--- src/assert_macros.svh ---
// concurrent assertion helpers, empty when synthesising
`ifndef ASSERT_MACROS_SVH
`define ASSERT_MACROS_SVH

`ifndef SYNTHESIS

// consequent checked in the same cycle
`define ASSERT_NOW(lbl, clk, rst_n, ante, cons, msg) \
    lbl: assert property (@(posedge clk) disable iff (!(rst_n)) (ante) |-> (cons)) \
        else $error(msg);

// consequent checked in the cycle after the antecedent
`define ASSERT_NEXT(lbl, clk, rst_n, ante, cons, msg) \
    lbl: assert property (@(posedge clk) disable iff (!(rst_n)) (ante) |=> (cons)) \
        else $error(msg);

`else

`define ASSERT_NOW(lbl, clk, rst_n, ante, cons, msg)
`define ASSERT_NEXT(lbl, clk, rst_n, ante, cons, msg)

`endif

`endif

--- src/cnre_pkg.sv ---
package cnre_pkg;

    localparam int unsigned MaxNodes = 16;
    localparam logic [31:0] BaseValue = 32'd42;
    localparam int unsigned MaxItems = 4;
    localparam logic [31:0] FailedAck = 32'hFFFF_FFFF;

    localparam logic [3:0]  NodeIdRst = 4'd0;
    localparam logic [4:0]  NodeCountRst = 5'd3;
    localparam logic [15:0] TimeoutRst = 16'd32;
    localparam logic [7:0]  LimitRst = 8'd10;

    localparam logic [1:0] CfgNodeId = 2'd0;
    localparam logic [1:0] CfgNodeCount = 2'd1;
    localparam logic [1:0] CfgTimeout = 2'd2;
    localparam logic [1:0] CfgLimit = 2'd3;

    localparam logic [1:0] RoleCodeLeader = 2'd0;
    localparam logic [1:0] RoleCodeFollower = 2'd1;
    localparam logic [1:0] RoleCodeCandidate = 2'd2;

    typedef enum logic [2:0] {
        CMD_TICK      = 3'd0,
        CMD_VOTE_REQ  = 3'd1,
        CMD_HEARTBEAT = 3'd2,
        CMD_VOTE_RESP = 3'd3,
        CMD_PROPOSAL  = 3'd4,
        CMD_ACK       = 3'd5
    } t_cmd;

    typedef enum logic [3:0] {
        KIND_STATUS     = 4'd0,
        KIND_VOTE_REQ   = 4'd1,
        KIND_VOTE_RESP  = 4'd2,
        KIND_HEARTBEAT  = 4'd3,
        KIND_PROPOSAL   = 4'd4,
        KIND_ACK        = 4'd5,
        KIND_COMMIT     = 4'd6,
        KIND_NO_QUORUM  = 4'd7,
        KIND_WON        = 4'd8,
        KIND_FAILED_ACK = 4'd9
    } t_kind;

    typedef enum logic [2:0] {
        ROLE_LEADER    = 3'b001,
        ROLE_FOLLOWER  = 3'b010,
        ROLE_CANDIDATE = 3'b100
    } t_role;

    typedef struct packed {
        logic [2:0]  cmd;
        logic [31:0] msg_term;
        logic [3:0]  sender;
        logic        fault;
        logic [31:0] value_in;
        logic [7:0]  proposal_number;
        logic [7:0]  decision_number;
    } t_in_item;

    typedef struct packed {
        t_kind       kind;
        logic [3:0]  dest;
        logic        bcast;
        logic [31:0] term;
        logic [31:0] value;
        logic [7:0]  props;
        logic [7:0]  decs;
    } t_item;

    typedef struct packed {
        t_role       role;
        logic [31:0] term;
        logic [4:0]  votes;
        logic [4:0]  resp;
        logic        open;
        logic [4:0]  acks;
        logic [4:0]  seen;
        logic [7:0]  props;
        logic [7:0]  decs;
        logic [31:0] pend;
        logic [15:0] ticks;
    } t_state;

endpackage

--- src/cnre_in_if.sv ---
interface cnre_in_if;
    logic        valid;
    logic        ready;
    logic [2:0]  cmd;
    logic [31:0] msg_term;
    logic [3:0]  sender;
    logic        fault;
    logic [31:0] value_in;
    logic [7:0]  proposal_number;
    logic [7:0]  decision_number;

    modport source (
        output valid, cmd, msg_term, sender, fault, value_in, proposal_number,
               decision_number,
        input  ready
    );

    modport sink (
        input  valid, cmd, msg_term, sender, fault, value_in, proposal_number,
               decision_number,
        output ready
    );
endinterface

--- src/cnre_out_if.sv ---
interface cnre_out_if;
    logic        valid;
    logic        ready;
    logic [3:0]  kind;
    logic [3:0]  dest;
    logic        broadcast;
    logic [31:0] out_term;
    logic [31:0] out_value;
    logic [7:0]  out_proposals;
    logic [1:0]  role;
    logic [7:0]  decisions;
    logic        done_res;
    logic        last;

    modport source (
        output valid, kind, dest, broadcast, out_term, out_value, out_proposals,
               role, decisions, done_res, last,
        input  ready
    );

    modport sink (
        input  valid, kind, dest, broadcast, out_term, out_value, out_proposals,
               role, decisions, done_res, last,
        output ready
    );
endinterface

--- src/consensus_node_role_engine.sv ---
// the input transaction goes to the input register, then to the result bank that drives the output
// each event gives one to four result transactions, sent one per cycle while the receiver is ready
// through the single result port; a new event waits in the input register until the bank has sent
// the last result of the one before; events with one result run one per cycle while the receiver is ready
// reset (synchronous, active low): configuration, state and handshake registers at defaults, node 0 as leader
`include "assert_macros.svh"

module consensus_node_role_engine (
    input  logic               i_clk,
    input  logic               i_rst_n,
    cnre_in_if.sink            i_in,
    cnre_out_if.source         o_out,
    input  logic               i_cfg_we,
    input  logic [1:0]         i_cfg_idx,
    input  logic [15:0]        i_cfg_data
);

    localparam logic [6:0] MaxNodesW = 7'(cnre_pkg::MaxNodes);

    function automatic logic [4:0] inc5(input logic [4:0] v);
        return (v < 5'd31) ? v + 5'd1 : 5'd31;
    endfunction

    function automatic logic [7:0] inc8(input logic [7:0] v);
        return (v < 8'd255) ? v + 8'd1 : 8'd255;
    endfunction

    function automatic cnre_pkg::t_item mk_item(
        input cnre_pkg::t_kind kind,
        input logic [3:0]      dest,
        input logic            bcast,
        input logic [31:0]     term,
        input logic [31:0]     value,
        input logic [7:0]      props,
        input logic [7:0]      decs
    );
        cnre_pkg::t_item it;
        it.kind  = kind;
        it.dest  = dest;
        it.bcast = bcast;
        it.term  = term;
        it.value = value;
        it.props = props;
        it.decs  = decs;
        return it;
    endfunction

    function automatic logic [1:0] role_code(input cnre_pkg::t_role r);
        logic [1:0] c;
        case (r)
            cnre_pkg::ROLE_LEADER:    c = cnre_pkg::RoleCodeLeader;
            cnre_pkg::ROLE_FOLLOWER:  c = cnre_pkg::RoleCodeFollower;
            cnre_pkg::ROLE_CANDIDATE: c = cnre_pkg::RoleCodeCandidate;
            default:                  c = cnre_pkg::RoleCodeLeader;
        endcase
        return c;
    endfunction

    // configuration
    logic [3:0]  r_node_id;
    logic [4:0]  r_node_count;
    logic [15:0] r_timeout;
    logic [7:0]  r_limit;

    // input register
    logic               r_in_vld;
    cnre_pkg::t_in_item r_in;

    // node state
    cnre_pkg::t_state r_st;
    cnre_pkg::t_state n_st;

    // result bank
    logic            r_out_vld;
    cnre_pkg::t_item r_items [cnre_pkg::MaxItems];
    logic [1:0]      r_idx;
    logic [1:0]      r_last;
    logic [1:0]      r_role_o;
    logic            r_done_o;

    cnre_pkg::t_item n_items [cnre_pkg::MaxItems];
    logic [1:0]      n_last;
    logic            n_done;

    logic in_acc;
    logic out_take;
    logic bank_free;
    logic load;

    assign out_take  = r_out_vld && o_out.ready;
    assign bank_free = !r_out_vld || (o_out.ready && (r_idx == r_last));
    assign load      = r_in_vld && bank_free;
    assign i_in.ready = !r_in_vld || bank_free;
    assign in_acc    = i_in.valid && i_in.ready;

    always_comb begin : p_event
        cnre_pkg::t_state s;
        logic [2:0]  n;
        logic [4:0]  gs;
        logic [4:0]  half;
        logic [15:0] t;
        logic        do_quorum;
        logic        do_close;
        logic        do_beat;
        logic        lead_fault;

        s = r_st;
        n = '0;
        t = '0;
        do_quorum  = 1'b0;
        do_close   = 1'b0;
        do_beat    = 1'b0;
        lead_fault = 1'b0;
        for (int k = 0; k < cnre_pkg::MaxItems; k++) begin
            n_items[k] = '0;
        end
        gs   = ({2'b00, r_node_count} > MaxNodesW) ? MaxNodesW[4:0] : r_node_count;
        half = gs >> 1;

        if (r_st.decs < r_limit) begin
            case (r_in.cmd)
                cnre_pkg::CMD_TICK: begin
                    if (s.role == cnre_pkg::ROLE_LEADER) begin
                        if (!s.open) begin
                            s.pend  = cnre_pkg::BaseValue + 32'(s.props);
                            s.props = inc8(s.props);
                            s.open  = 1'b1;
                            s.acks  = 5'd1;
                            s.seen  = 5'd1;
                            n_items[n[1:0]] = mk_item(cnre_pkg::KIND_PROPOSAL, r_node_id,
                                1'b1, s.term, s.pend, s.props, s.decs);
                            n = n + 3'd1;
                        end
                        do_quorum  = 1'b1;
                        lead_fault = r_in.fault;
                        do_beat    = !r_in.fault;
                    end else begin
                        t = (s.ticks != 16'd0) ? s.ticks - 16'd1 : 16'd0;
                        s.ticks = t;
                        if (t == 16'd0) begin
                            s.role  = cnre_pkg::ROLE_CANDIDATE;
                            s.term  = s.term + 32'd1;
                            s.votes = 5'd1;
                            s.resp  = 5'd1;
                            s.ticks = r_timeout;
                            n_items[n[1:0]] = mk_item(cnre_pkg::KIND_VOTE_REQ, r_node_id,
                                1'b1, s.term, '0, '0, s.decs);
                            n = n + 3'd1;
                            do_close = 1'b1;
                        end
                    end
                end
                cnre_pkg::CMD_VOTE_REQ: begin
                    n_items[n[1:0]] = mk_item(cnre_pkg::KIND_VOTE_RESP, r_in.sender,
                        1'b0, s.term, '0, '0, s.decs);
                    n = n + 3'd1;
                    if (r_in.msg_term > s.term) begin
                        s.role  = cnre_pkg::ROLE_FOLLOWER;
                        s.term  = r_in.msg_term;
                        s.ticks = r_timeout;
                    end
                end
                cnre_pkg::CMD_HEARTBEAT: begin
                    if (r_in.msg_term >= s.term) begin
                        s.role  = cnre_pkg::ROLE_FOLLOWER;
                        s.term  = r_in.msg_term;
                        s.ticks = r_timeout;
                    end
                end
                cnre_pkg::CMD_VOTE_RESP: begin
                    if (s.role == cnre_pkg::ROLE_CANDIDATE) begin
                        if (r_in.msg_term < s.term) begin
                            s.votes = inc5(s.votes);
                        end else if (r_in.msg_term > s.term) begin
                            s.role  = cnre_pkg::ROLE_FOLLOWER;
                            s.term  = r_in.msg_term;
                            s.ticks = r_timeout;
                        end
                        s.resp   = inc5(s.resp);
                        do_close = 1'b1;
                    end
                end
                cnre_pkg::CMD_PROPOSAL: begin
                    if (s.role == cnre_pkg::ROLE_FOLLOWER) begin
                        if (r_in.fault) begin
                            n_items[n[1:0]] = mk_item(cnre_pkg::KIND_FAILED_ACK,
                                r_in.sender, 1'b0, s.term, cnre_pkg::FailedAck, '0, s.decs);
                        end else begin
                            n_items[n[1:0]] = mk_item(cnre_pkg::KIND_ACK,
                                r_in.sender, 1'b0, s.term, r_in.value_in, '0, s.decs);
                        end
                        n = n + 3'd1;
                        s.props = r_in.proposal_number;
                        s.decs  = r_in.decision_number;
                    end
                end
                cnre_pkg::CMD_ACK: begin
                    if (s.role == cnre_pkg::ROLE_LEADER && s.open) begin
                        if (r_in.fault) begin
                            s.seen    = inc5(s.seen);
                            do_quorum = 1'b1;
                        end else if (r_in.value_in == s.pend) begin
                            s.acks    = inc5(s.acks);
                            s.seen    = inc5(s.seen);
                            do_quorum = 1'b1;
                        end
                    end
                end
                default: begin
                end
            endcase

            if (do_quorum && s.open) begin
                if (s.acks > half) begin
                    s.decs = inc8(s.decs);
                    s.open = 1'b0;
                    n_items[n[1:0]] = mk_item(cnre_pkg::KIND_COMMIT, r_node_id, 1'b0,
                        s.term, s.pend, '0, s.decs);
                    n = n + 3'd1;
                end else if (s.seen >= gs) begin
                    s.open = 1'b0;
                    n_items[n[1:0]] = mk_item(cnre_pkg::KIND_NO_QUORUM, r_node_id, 1'b0,
                        s.term, s.pend, '0, s.decs);
                    n = n + 3'd1;
                end
            end

            if (lead_fault) begin
                s.role  = cnre_pkg::ROLE_FOLLOWER;
                s.ticks = r_timeout;
            end else if (do_beat) begin
                n_items[n[1:0]] = mk_item(cnre_pkg::KIND_HEARTBEAT, r_node_id, 1'b1,
                    s.term, '0, '0, s.decs);
                n = n + 3'd1;
            end

            if (do_close && s.role == cnre_pkg::ROLE_CANDIDATE && s.resp >= gs) begin
                if (s.votes > half) begin
                    s.role = cnre_pkg::ROLE_LEADER;
                    n_items[n[1:0]] = mk_item(cnre_pkg::KIND_WON, r_node_id, 1'b0,
                        s.term, '0, '0, s.decs);
                    n = n + 3'd1;
                end else begin
                    s.role = cnre_pkg::ROLE_FOLLOWER;
                end
                s.ticks = r_timeout;
            end

            if (s.role == cnre_pkg::ROLE_FOLLOWER) begin
                s.open = 1'b0;
                s.acks = '0;
                s.seen = '0;
            end
        end

        n_items[n[1:0]] = mk_item(cnre_pkg::KIND_STATUS, r_node_id, 1'b0, s.term,
            s.pend, s.props, s.decs);
        n_last = n[1:0];
        n_done = (s.decs >= r_limit);
        n_st   = s;
    end

    always_ff @(posedge i_clk) begin
        if (!i_rst_n) begin
            r_node_id    <= cnre_pkg::NodeIdRst;
            r_node_count <= cnre_pkg::NodeCountRst;
            r_timeout    <= cnre_pkg::TimeoutRst;
            r_limit      <= cnre_pkg::LimitRst;
        end else if (i_cfg_we) begin
            case (i_cfg_idx)
                cnre_pkg::CfgNodeId:    r_node_id    <= i_cfg_data[3:0];
                cnre_pkg::CfgNodeCount: r_node_count <= i_cfg_data[4:0];
                cnre_pkg::CfgTimeout:   r_timeout    <= i_cfg_data;
                cnre_pkg::CfgLimit:     r_limit      <= i_cfg_data[7:0];
                default:                r_limit      <= r_limit;
            endcase
        end
    end

    always_ff @(posedge i_clk) begin
        if (!i_rst_n) begin
            r_in_vld <= 1'b0;
        end else if (in_acc) begin
            r_in_vld <= 1'b1;
        end else if (load) begin
            r_in_vld <= 1'b0;
        end
    end

    always_ff @(posedge i_clk) begin
        if (in_acc) begin
            r_in.cmd             <= i_in.cmd;
            r_in.msg_term        <= i_in.msg_term;
            r_in.sender          <= i_in.sender;
            r_in.fault           <= i_in.fault;
            r_in.value_in        <= i_in.value_in;
            r_in.proposal_number <= i_in.proposal_number;
            r_in.decision_number <= i_in.decision_number;
        end
    end

    always_ff @(posedge i_clk) begin
        if (!i_rst_n) begin
            r_st.role  <= (cnre_pkg::NodeIdRst == 4'd0) ? cnre_pkg::ROLE_LEADER
                                                        : cnre_pkg::ROLE_FOLLOWER;
            r_st.term  <= '0;
            r_st.votes <= '0;
            r_st.resp  <= '0;
            r_st.open  <= 1'b0;
            r_st.acks  <= '0;
            r_st.seen  <= '0;
            r_st.props <= '0;
            r_st.decs  <= '0;
            r_st.pend  <= '0;
            r_st.ticks <= cnre_pkg::TimeoutRst;
        end else if (load) begin
            r_st <= n_st;
        end
    end

    always_ff @(posedge i_clk) begin
        if (!i_rst_n) begin
            r_out_vld <= 1'b0;
            r_idx     <= '0;
            r_last    <= '0;
        end else if (load) begin
            r_out_vld <= 1'b1;
            r_idx     <= '0;
            r_last    <= n_last;
        end else if (out_take) begin
            if (r_idx == r_last) begin
                r_out_vld <= 1'b0;
            end else begin
                r_idx <= r_idx + 2'd1;
            end
        end
    end

    always_ff @(posedge i_clk) begin
        if (load) begin
            r_items  <= n_items;
            r_role_o <= role_code(n_st.role);
            r_done_o <= n_done;
        end
    end

    assign o_out.valid         = r_out_vld;
    assign o_out.kind          = r_items[r_idx].kind;
    assign o_out.dest          = r_items[r_idx].dest;
    assign o_out.broadcast     = r_items[r_idx].bcast;
    assign o_out.out_term      = r_items[r_idx].term;
    assign o_out.out_value     = r_items[r_idx].value;
    assign o_out.out_proposals = r_items[r_idx].props;
    assign o_out.role          = r_role_o;
    assign o_out.decisions     = r_items[r_idx].decs;
    assign o_out.done_res      = r_done_o;
    assign o_out.last          = (r_idx == r_last);

    // a stalled bank keeps its position
    `ASSERT_NEXT(a_stall_hold, i_clk, i_rst_n, r_out_vld && !o_out.ready, r_out_vld && (r_idx == $past(r_idx)), "result bank moved while stalled")

    // final transaction taken with nothing waiting empties the bank
    `ASSERT_NEXT(a_drain, i_clk, i_rst_n, out_take && (r_idx == r_last) && !r_in_vld, !r_out_vld, "result bank not emptied after final transaction")

    // an open proposal belongs to a leader only
    `ASSERT_NOW(a_open_leader, i_clk, i_rst_n, r_st.open, r_st.role == cnre_pkg::ROLE_LEADER, "proposal open outside leader role")

    // granted acks never exceed acks seen
    `ASSERT_NOW(a_ack_tally, i_clk, i_rst_n, 1'b1, r_st.acks <= r_st.seen, "ack tally above acks seen")

endmodule

--- src/flat_wrapper.sv ---
// flat-port wrapper written by rule: the top's interface ports become plain ports
module consensus_node_role_engine_flat 
  (i_clk, i_rst_n, i_cfg_we, i_cfg_idx, i_cfg_data, i_in_valid, i_in_cmd, i_in_msg_term, i_in_sender, i_in_fault, i_in_value_in, i_in_proposal_number, i_in_decision_number, i_in_ready, o_out_valid, o_out_kind, o_out_dest, o_out_broadcast, o_out_out_term, o_out_out_value, o_out_out_proposals, o_out_role, o_out_decisions, o_out_done_res, o_out_last, o_out_ready);
  cnre_in_if i_in_i ();
  cnre_out_if o_out_i ();
  input  logic i_clk;
  input  logic i_rst_n;
  input  logic i_cfg_we;
  input  logic [1:0] i_cfg_idx;
  input  logic [15:0] i_cfg_data;
  input wire logic [$bits(i_in_i.valid)-1:0] i_in_valid;
  input wire logic [$bits(i_in_i.cmd)-1:0] i_in_cmd;
  input wire logic [$bits(i_in_i.msg_term)-1:0] i_in_msg_term;
  input wire logic [$bits(i_in_i.sender)-1:0] i_in_sender;
  input wire logic [$bits(i_in_i.fault)-1:0] i_in_fault;
  input wire logic [$bits(i_in_i.value_in)-1:0] i_in_value_in;
  input wire logic [$bits(i_in_i.proposal_number)-1:0] i_in_proposal_number;
  input wire logic [$bits(i_in_i.decision_number)-1:0] i_in_decision_number;
  output wire logic [$bits(i_in_i.ready)-1:0] i_in_ready;
  output wire logic [$bits(o_out_i.valid)-1:0] o_out_valid;
  output wire logic [$bits(o_out_i.kind)-1:0] o_out_kind;
  output wire logic [$bits(o_out_i.dest)-1:0] o_out_dest;
  output wire logic [$bits(o_out_i.broadcast)-1:0] o_out_broadcast;
  output wire logic [$bits(o_out_i.out_term)-1:0] o_out_out_term;
  output wire logic [$bits(o_out_i.out_value)-1:0] o_out_out_value;
  output wire logic [$bits(o_out_i.out_proposals)-1:0] o_out_out_proposals;
  output wire logic [$bits(o_out_i.role)-1:0] o_out_role;
  output wire logic [$bits(o_out_i.decisions)-1:0] o_out_decisions;
  output wire logic [$bits(o_out_i.done_res)-1:0] o_out_done_res;
  output wire logic [$bits(o_out_i.last)-1:0] o_out_last;
  input wire logic [$bits(o_out_i.ready)-1:0] o_out_ready;
  assign i_in_i.valid = i_in_valid;
  assign i_in_i.cmd = i_in_cmd;
  assign i_in_i.msg_term = i_in_msg_term;
  assign i_in_i.sender = i_in_sender;
  assign i_in_i.fault = i_in_fault;
  assign i_in_i.value_in = i_in_value_in;
  assign i_in_i.proposal_number = i_in_proposal_number;
  assign i_in_i.decision_number = i_in_decision_number;
  assign i_in_ready = i_in_i.ready;
  assign o_out_valid = o_out_i.valid;
  assign o_out_kind = o_out_i.kind;
  assign o_out_dest = o_out_i.dest;
  assign o_out_broadcast = o_out_i.broadcast;
  assign o_out_out_term = o_out_i.out_term;
  assign o_out_out_value = o_out_i.out_value;
  assign o_out_out_proposals = o_out_i.out_proposals;
  assign o_out_role = o_out_i.role;
  assign o_out_decisions = o_out_i.decisions;
  assign o_out_done_res = o_out_i.done_res;
  assign o_out_last = o_out_i.last;
  assign o_out_i.ready = o_out_ready;
  consensus_node_role_engine u_core (.i_clk(i_clk), .i_rst_n(i_rst_n), .i_in(i_in_i), .o_out(o_out_i), .i_cfg_we(i_cfg_we), .i_cfg_idx(i_cfg_idx), .i_cfg_data(i_cfg_data));
endmodule
--- config.mk ---
export PLATFORM = sky130hd
export DESIGN_NAME = consensus_node_role_engine_flat
export DESIGN_NICKNAME = d
export VERILOG_FILES = /design/src/cnre_pkg.sv /design/src/cnre_in_if.sv /design/src/cnre_out_if.sv /design/src/consensus_node_role_engine.sv /design/src/flat_wrapper.sv
export VERILOG_INCLUDE_DIRS = /design/src /design/src/src
export SDC_FILE = /design/constraint.sdc
export NUM_CORES = 1
export LEC_CHECK = 0
export ABC_CLOCK_PERIOD_IN_PS = 31600
export BUFFER_PORTS_ARGS = -buffer_cell sky130_fd_sc_hd__buf_4
export CAP_MARGIN = 10
export CORE_AREA = 2 2 262 368
export DETAILED_ROUTE_END_ITERATION = 6
export DIE_AREA = 0 0 264 370
export PLACE_DENSITY = 0.6
export SLEW_MARGIN = 20
export SYNTH_ARGS = -nofsm -noshare
export SYNTH_HDL_FRONTEND = slang
export SYNTH_SLANG_ARGS = --single-unit
--- constraint.sdc ---
create_clock -name i_clk -period 31.6 [get_ports i_clk]
set_clock_uncertainty 0.15 [all_clocks]
set_input_delay 4.74 -clock i_clk [delete_from_list [all_inputs] [get_ports i_clk]]
set_output_delay 4.74 -clock i_clk [all_outputs]
set_load 0.02 [all_outputs]
# Word level (Yosys, flattened, before mapping)
# Cells that the tools add are included.
# totals
register_bits	606
inputBits	111
elab_cells	287
# classes
n_mux	131
n_reduce_logical	34
bitwise	7
n_addsub	13
n_lt_le_gt_ge	25
eq_ne	21
# op_table
operator	n
$mux W356	10
$bwmux W356	5
$mux W89	10
$demux W89 S2	4
$pmux W89 S3	1
$bmux W89 S2	1
$mux W16	10
$mux W35	4
$pmux W35 S4	1
$mux W45	3
$mux W32	4
$mux W120	1
$mux W88	1
$mux W86	1
$pmux W16 S4	1
$mux W8	7
$mux W10	4
$mux W5	8
$pmux W10 S2	2
$add A32 B1 Y32 const B	1
$eq A32 B32 Y1	1
$ge A32 B32 Y1	1
$gt A32 B32 Y1	1
$lt A32 B32 Y1	1
other kinds (46)	148

# Depth between registers and ports, before layout
# Gate-level depths: netlist of run 1.
# logic_depth
word_depth	26
depth_mapped	31
mapped_depth_nobuf	30

# Worst setup path before layout of run 1
# Ideal clock, no wire load.
# synth_timing
path_kind	input -> register
startpoint	input port o_out_ready
endpoint	register u_core.r_st[57] (netlist bit)
setup_ps	609
arrival_ps	15300
required_time_ps	30841
slack_ps	15541
cell_stages	6
n_path_buf	2
path_cell_list	a21boi_0 > nand2b_1 > clkbuf_1 > clkinv_1 > clkbuf_1 > a211oi_1
# synth_via
elab_chain_len	3
# synth_rtl
item	line	rtl
start, declared	flat_wrapper.sv:31	input wire logic [$bits(o_out_i.ready)-1:0] o_out_ready;
$logic_and A1 B1 Y1	consensus_node_role_engine.sv:91	assign bank_free = !r_out_vld || (o_out.ready && (r_idx == r_last));
$logic_or A1 B1 Y1	consensus_node_role_engine.sv:91	
$logic_and A1 B1 Y1	consensus_node_role_engine.sv:92	assign load = r_in_vld && bank_free;
net u_core.load	consensus_node_role_engine.sv:88	logic load;
end signal, assigned	consensus_node_role_engine.sv:317	r_st <= n_st;
end, declared	consensus_node_role_engine.sv:70	cnre_pkg::t_state r_st;
# The timed path passes the listed nets, and every way through them passes these cells.
# A chain may end at the register's enable or synchronous reset.

# Worst setup path in the final report of run 1
# layout_timing
startpoint	input port o_out_ready
endpoint	output port i_in_ready
# layout_via
elab_chain_len	3
# layout_rtl
item	line	rtl
$logic_and A1 B1 Y1	consensus_node_role_engine.sv:91	
$logic_or A1 B1 Y1	consensus_node_role_engine.sv:91	
$logic_or A1 B1 Y1	consensus_node_role_engine.sv:93	assign i_in.ready = !r_in_vld || bank_free;
end, declared	flat_wrapper.sv:19	output wire logic [$bits(i_in_i.ready)-1:0] i_in_ready;
# Every way passes these cells.

==> flow_summary_export.csv, run 1 <==
group,metric,value,unit
outcome,status,"finished clean",
setup_path,r2r_start,"u_core.r_in[36]",
placement,gp_congestion,0.906,
timing,tns,0,ns
grt,grt-ovfl-total,0,
placement,numPlacedInstances,4383,
die,num_rows,134,
detailed_routing,drt-total-wl,99800,um
timing,worstMarginPinSlew,1.07,ns
clock_tree,postCtsHoldBufs,0,
setup_path,cp-end-kind,"output port",
die,die_width,264,um
die,die-area,0.0977,mm^2
run,drv_cap,0,
setup_path,cpMostUsedCell,"buf_4",
pwr,irDropWorstVdd,0.0000425,V
timing,timing_hold_violations_final,0,
synthesis,ys.flop_type,"edfxtp_1",
pwr,p_int,1.40,mW
setup_path,crit_end,"i_in_ready",
die,io_pins,206,
clock_tree,clockRootBuffer,"clkbuf_16",
setup_path,r2r_end,"u_core.r_items[182]",
clock_tree,h-tree-depth,2,
finish,seq_area,0.0164,mm^2
pwr,finalPower,1.90,mW
setup_path,arrival,5.49,ns
setup_path,startpoint_type,"input pin",
detailed_routing,viasPerCell,5.55,
finish,fin_area,0.0368,mm^2
pwr,switching_share,26.4,%
timing,drv_slew,0,
placement,dpl_cell_area,0.0347,mm^2
worst_hold_path,min_from,"u_core.r_limit[5]",
finish,final_cell_mix,"nor2_1 (487), edfxtp_1 (441), nand2_1 (310), buf_4 (262), a21oi_1 (248)",
setup_path,cp_data_required_time,26.71,ns
detailed_routing,drtIter0Drc,1985,
setup_path,startpoint,"o_out_ready",
synthesis,syn_avg_cell_area,10.3,um^2
synthesis,syn_nets,3297,
clock_tree,cts_tree,"done",
grt,grt_max_degree,96,
pwr,p_leak,12.8,nW
grt,antenna_found_initial,0,
setup_path,slowest_stage,"a21boi_0",
finish,layout.cells.non_filler,4495,
timing,rsz0062_at_grt,"no",
placement,dp_hpwl,69100,um
setup_path,rr_worst_depth,24,
synthesis,synth-edff-count,441,
clock_tree,clock_sinks,600,
finish,area_delta_synth_final,15.4,%
clock_tree,postCtsSetupBuffers,0,
detailed_routing,vias,24939,
finish,multi_input_area,0.0145,mm^2
detailed_routing,wl_per_cell,22.2,um
pwr,powerDensity,51.7,mW/mm^2
placement,numPortBuffers,205,
grt,grt_pass1_vias,24144,
clock_tree,cts_inserted_buffers,59,
pwr,switchingPower,503,uW
synthesis,ys_warn_count,0,
synthesis,netlist_area,0.0319,mm^2
synthesis,seq_area_frac_synth,51.5,%
synthesis,async_reset_ff_share,0,%
synthesis,synth_cells,3103,
clock_tree,clkSlewWorstSetupHoldPaths,0.07,ns
die,die_h,370,um
timing,setup_viol,0,
setup_path,crit_chain,"buf_4 > a21boi_0 > nand2_1 > buf_4",
finish,layout_commonest_cell,"nor2_1",
timing,relSlewSlack,28.5,%
detailed_routing,drtPass1Iterations,5,
timing,min_period,10.38,ns
timing,period_share,32.8,%
setup_path,cpPeakStageDelay,0.31,ns
setup_path,crit_type,"in -> out",
finish,nFillCells,9300,
worst_hold_path,holdCritPathClass,"reg -> reg",
clock_tree,cts_resized,0,
placement,pre_cts_slack,21.23,ns
finish,drive_gt1_share,17.0,%
synthesis,synth_seq_cells,600,
clock_tree,insertion_delay,0.66,ns
setup_path,worstPathMaxFanout,4,
timing,max_freq,96.4,MHz
setup_path,r2r_setup_slack,23.24,ns
detailed_routing,drc,0,
grt,grt_pass1_wl,150000,um
die,core-area,0.0946,mm^2
grt,grt_usage,20.0,%
die,initial_core_util,33.8,%
pwr,power_frac_seq,47.8,%
finish,nets,3414,
clock_tree,cts_max_path_buffers,3,
synthesis,synth_cell_types,93,
pwr,power.share.combinational,12.3,%
timing,worst_slack,21.22,ns
detailed_routing,ant_nets,0,
pwr,clkPwrFrac,39.8,%
worst min path at each step:
stage	slack [ns]	depth (start not counted)	endpoint
finish	0.31	2	u_core.r_limit[5]
global route	0.33	2	u_core.r_timeout[4]
CTS	0.31	2	u_core.r_limit[7]
detailed placement	0.30	2	u_core.r_limit[5]
global placement	0.29	2	u_core.r_limit[6]
floorplan	0.29	2	u_core.r_limit[2]
per-layer routing:
metal / wire length [um] / global-route usage (%) / share of wire, %
met3: 5470 / 3.03 / 5.5
met1: 38700 / 23.2 / 39
met5: 0 / 0 / 0
met2: 50900 / 36.0 / 51
met4: 4700 / 9.29 / 4.7
through the flow:
step | util [%] | hold WS, ns
floorplan | - | 0.286
global placement | 36.7 | 0.294
detailed placement | 36.7 | 0.298
CTS | 38.9 | 0.306
global route | 38.9 | 0.328
finish | 38.9 | 0.307
critical path, delay by kind of cell:
| family | cells | cell delay, ns |
|---|---|---|
| compound gates | 1 | 0.31 |
| buf+inv | 2 | 0.30 |
| simple gates | 1 | 0.13 |
registers in the layout, indices dropped and copies added, names as in the netlist:
name                   flops
u_core.r_items           350
u_core.r_limit             8
u_core.o_out.valid         1
u_core.r_node_id           4
u_core.r_in_vld            1
u_core.r_last              2
u_core.o_out.role          2
u_core.r_in               88
u_core.o_out.done_res      1
u_core.r_node_count        5
u_core.r_timeout          16
u_core.r_st              120
u_core.r_idx               2
Yosys cell counts (15+ instances only):
cell	instances	share of area, %
a211oi_1	70	1.6
buf_1	19	0.22
clkbuf_1	163	1.9
mux4_2	85	6.0
inv_1	82	0.96
a22oi_1	20	0.47
and3_1	36	0.71
ha_1	83	3.3
nand3_1	58	0.91
o211ai_1	15	0.35
and2_1	34	0.67
nand2b_1	19	0.37
nor2_1	489	5.8
o2bb2ai_1	24	0.66
mux2_2	36	1.3
nand2_1	312	3.7
buf_2	22	0.35
xor2_1	41	1.1
o21a_1	22	0.52
dfxtp_1	159	10
nor4_1	20	0.39
nand4_1	25	0.49
o21ai_0	156	2.4
a31oi_1	24	0.47
edfxtp_1	441	41
a21oi_1	251	3.9
mux2i_1	47	1.5
nor3_1	60	0.94
o22ai_1	47	0.92
power groups by stage:
stage               Sequential [mW]  Clock (mW)  Combinational [mW]
floorplan                     0.924           0               0.153
global placement              0.926           0               0.232
detailed placement            0.927           0               0.234
CTS                           0.910       0.774               0.235
global route                  0.913       0.800               0.255
finish                        0.910       0.758               0.235
area by class of cell:
class	instances	share of cell area [%]
antenna	1	0.00680
clock buffer	75	4.56
clock inverter	36	1.12
inverter	84	0.883
multi-input combinational	2213	39.3
sequential	600	44.6
tap	1224	4.16
timing repair buffer	262	5.34
kinds of logic after synthesis:
group,Yosys count,share of synthesized area [%]
flops,600,51.5
compound gates,773,15.5
buf+inv,290,3.53
xor+xnor,55,1.51
simple gates,1134,16.0
fa+ha+maj,83,3.25
mux,168,8.74
Note: power is estimated with default switching activity, not from simulation.
==> inputs of run 2 (changes only) <==
--- a/config.mk
+++ b/config.mk
@@ -6,7 +6,7 @@
 export SDC_FILE = /design/constraint.sdc
 export NUM_CORES = 1
 export LEC_CHECK = 0
-export ABC_CLOCK_PERIOD_IN_PS = 31600
+export ABC_CLOCK_PERIOD_IN_PS = 10850
 export BUFFER_PORTS_ARGS = -buffer_cell sky130_fd_sc_hd__buf_4
 export CAP_MARGIN = 10
 export CORE_AREA = 2 2 262 368
==> constraint.sdc (replaced) <==
create_clock -name i_clk -period 10.85 [get_ports i_clk]
set_clock_uncertainty 0.15 [all_clocks]
set_input_delay 1.6275 -clock i_clk [delete_from_list [all_inputs] [get_ports i_clk]]
set_output_delay 1.6275 -clock i_clk [all_outputs]
set_load 0.02 [all_outputs]
==> flow_summary_export.csv, run 2 (same netlist as run 1, synthesis figures left out) <==
group,metric,value,unit
finish,fin_util,38.7,%
outcome,status,"finished clean",
worst_hold_path,holdCritPathClass,"reg -> reg",
finish,nets,3402,
clock_tree,h-tree-depth,2,
clock_tree,postCtsSetupBuffers,0,
grt,grt-ovfl-total,0,
finish,layout.cells.non_filler,4480,
finish,n_antenna_cell,0,
grt,grt_pass1_wl,154000,um
timing,drv_slew,0,
die,die_h,370,um
timing,period_share,73.5,%
setup_path,cp_data_required_time,11.08,ns
setup_path,crit_chain,"xor2_1 > nor4_1 > nand4_1 > nor2_1 > o2111a_1 > nand3_1 > a21oi_1 > ha_1 > nand2b_1 > a21o_1 > a21o_1 > a21o_1 > a21o_1 > ha_1 > or3_1 > o211ai_1 > ha_1 > o22a_1 > ha_1 > nor4b_1 > o21ai_4 > a21boi_4 > buf_4 > nor2_1",
setup_path,cpPeakStageDelay,0.70,ns
die,io_pins,206,
timing,worstMarginPinSlew,1.10,ns
setup_path,crit_buf_inv,1,
detailed_routing,ant_nets,0,
setup_path,crit_family,"compound AO/OA/AOI/OAI gates",
die,core-area,0.0946,mm^2
die,die-area,0.0977,mm^2
pwr,powerDensity,149,mW/mm^2
finish,multi_input_area,0.0145,mm^2
pwr,finalPower,5.45,mW
clock_tree,clkSlewWorstSetupHoldPaths,0.07,ns
die,initial_core_util,33.8,%
clock_tree,insertion_delay,0.65,ns
detailed_routing,viasPerCell,5.62,
finish,regMostFlops,"u_core.r_items",
grt,grt_usage,20.6,%
clock_tree,postCtsHoldBufs,0,
clock_tree,cts_tree,"done",
finish,area_delta_synth_final,14.8,%
timing,setup_viol,0,
finish,final_cell_mix,"nor2_1 (487), edfxtp_1 (441), nand2_1 (312), buf_4 (252), a21oi_1 (248)",
detailed_routing,drc,0,
finish,seq_area,0.0164,mm^2
timing,min_period,7.98,ns
finish,layout_commonest_cell,"nor2_1",
setup_path,rr_worst_depth,24,
run,drv_cap,0,
detailed_routing,drtIter0Drc,2141,
pwr,p_leak,12.7,nW
timing,relSlewSlack,26.2,%
clock_tree,cts_inserted_buffers,56,
timing,timing_hold_violations_final,0,
grt,grt_max_degree,144,
grt,antenna_found_initial,0,
timing,tns,0,ns
placement,dp_hpwl,72400,um
timing,fin_hold_ws,0.305,ns
placement,numPlacedInstances,4374,
setup_path,startpoint,"u_core.r_in[34]",
setup_path,crit_end,"u_core.r_items[253]",
placement,dpl_cell_area,0.0347,mm^2
clock_tree,clock_sinks,600,
timing,max_freq,125,MHz
setup_path,r2r_start,"u_core.r_in[34]",
setup_path,slowest_stage,"a21boi_4",
finish,drive_gt1_share,16.6,%
setup_path,arrival,8.21,ns
setup_path,r2r_setup_slack,2.87,ns
finish,largestRegisters,"u_core.r_items (350), u_core.r_st (120), u_core.r_in (88)",
grt,grt_pass1_vias,24475,
detailed_routing,drtPass1Iterations,5,
setup_path,cp-end-kind,"flip-flop",
die,die_width,264,um
setup_path,r2r_end,"u_core.r_items[253]",
pwr,irDropWorstVdd,0.000110,V
clock_tree,cts_max_path_buffers,3,
detailed_routing,vias,25158,
die,num_rows,134,
detailed_routing,drt-total-wl,104000,um
placement,pre_cts_slack,2.79,ns
setup_path,worstSetupPathDepth,24,
timing,worst_slack,2.87,ns
finish,nFillCells,9288,
timing,rsz0062_at_grt,"no",
placement,numPortBuffers,205,
placement,gp_congestion,0.941,
setup_path,startpoint_type,"flip-flop",
clock_tree,clockRootBuffer,"clkbuf_16",
detailed_routing,wl_per_cell,23.1,um
setup_path,crit_type,"reg -> reg",
finish,fin_area,0.0366,mm^2
clock_tree,cts_resized,0,
setup_path,worstPathMaxFanout,21,
finish,largest_reg_flops,350,
## run 2: cell count changes in the layout (fill, tap and decap cells not counted), sizes merged
cell	previous run	this run
buf	262	253
bufinv	7	6
clkbuf	75	74
clkinv	19	16
clkinvlp	6	5
diode	1	0
inv	88	89
## run 2: report_power, final
part | internal (mW) | switching (mW)
combinational | 0.236 | 0.455
sequential | 2.58 | 0.0758
clock | 1.18 | 0.928
total | 3.99 | 1.46
## run 2: worst register-to-register path, stage by stage (launching register included)
cell,delay [ns]
edfxtp_1,0.42
xor2_1,0.16
nor4_1,0.69
nand4_1,0.26
nor2_1,0.34
o2111a_1,0.37
nand3_1,0.11
a21oi_1,0.23
ha_1,0.26
nand2b_1,0.14
a21o_1,0.17
a21o_1,0.17
a21o_1,0.17
a21o_1,0.25
ha_1,0.38
or3_1,0.41
o211ai_1,0.13
ha_1,0.28
o22a_1,0.29
ha_1,0.37
nor4b_1,0.09
o21ai_4,0.68
a21boi_4,0.71
buf_4,0.40
nor2_1,0.09
## run 2: per-layer routing
metal / GRT usage, % / part of all wire [%]
met5: 0 / 0
met4: 11.0 / 5.7
met2: 36.5 / 50
met3: 2.82 / 5.4
met1: 24.2 / 38
## run 2: worst min-delay path by stage
stage               cells after the start  slack (ns)                start             endpoint
floorplan                               2        0.29    u_core.r_limit[2]    u_core.r_limit[2]
global placement                        2        0.29    u_core.r_limit[4]    u_core.r_limit[4]
detailed placement                      2        0.30    u_core.r_limit[2]    u_core.r_limit[2]
CTS                                     2        0.31    u_core.r_limit[2]    u_core.r_limit[2]
global route                            2        0.33  u_core.r_timeout[4]  u_core.r_timeout[4]
finish                                  2        0.30    u_core.r_limit[5]    u_core.r_limit[5]
## run 2: final cells by class
cell class	count	share of cell area (%)
flip-flops and latches	600	44.9
multi-input cells	2213	39.5
repair buffers	253	5.22
clock buffers	74	4.32
well taps	1224	4.18
clock inverters	32	1.03
inverters	84	0.888
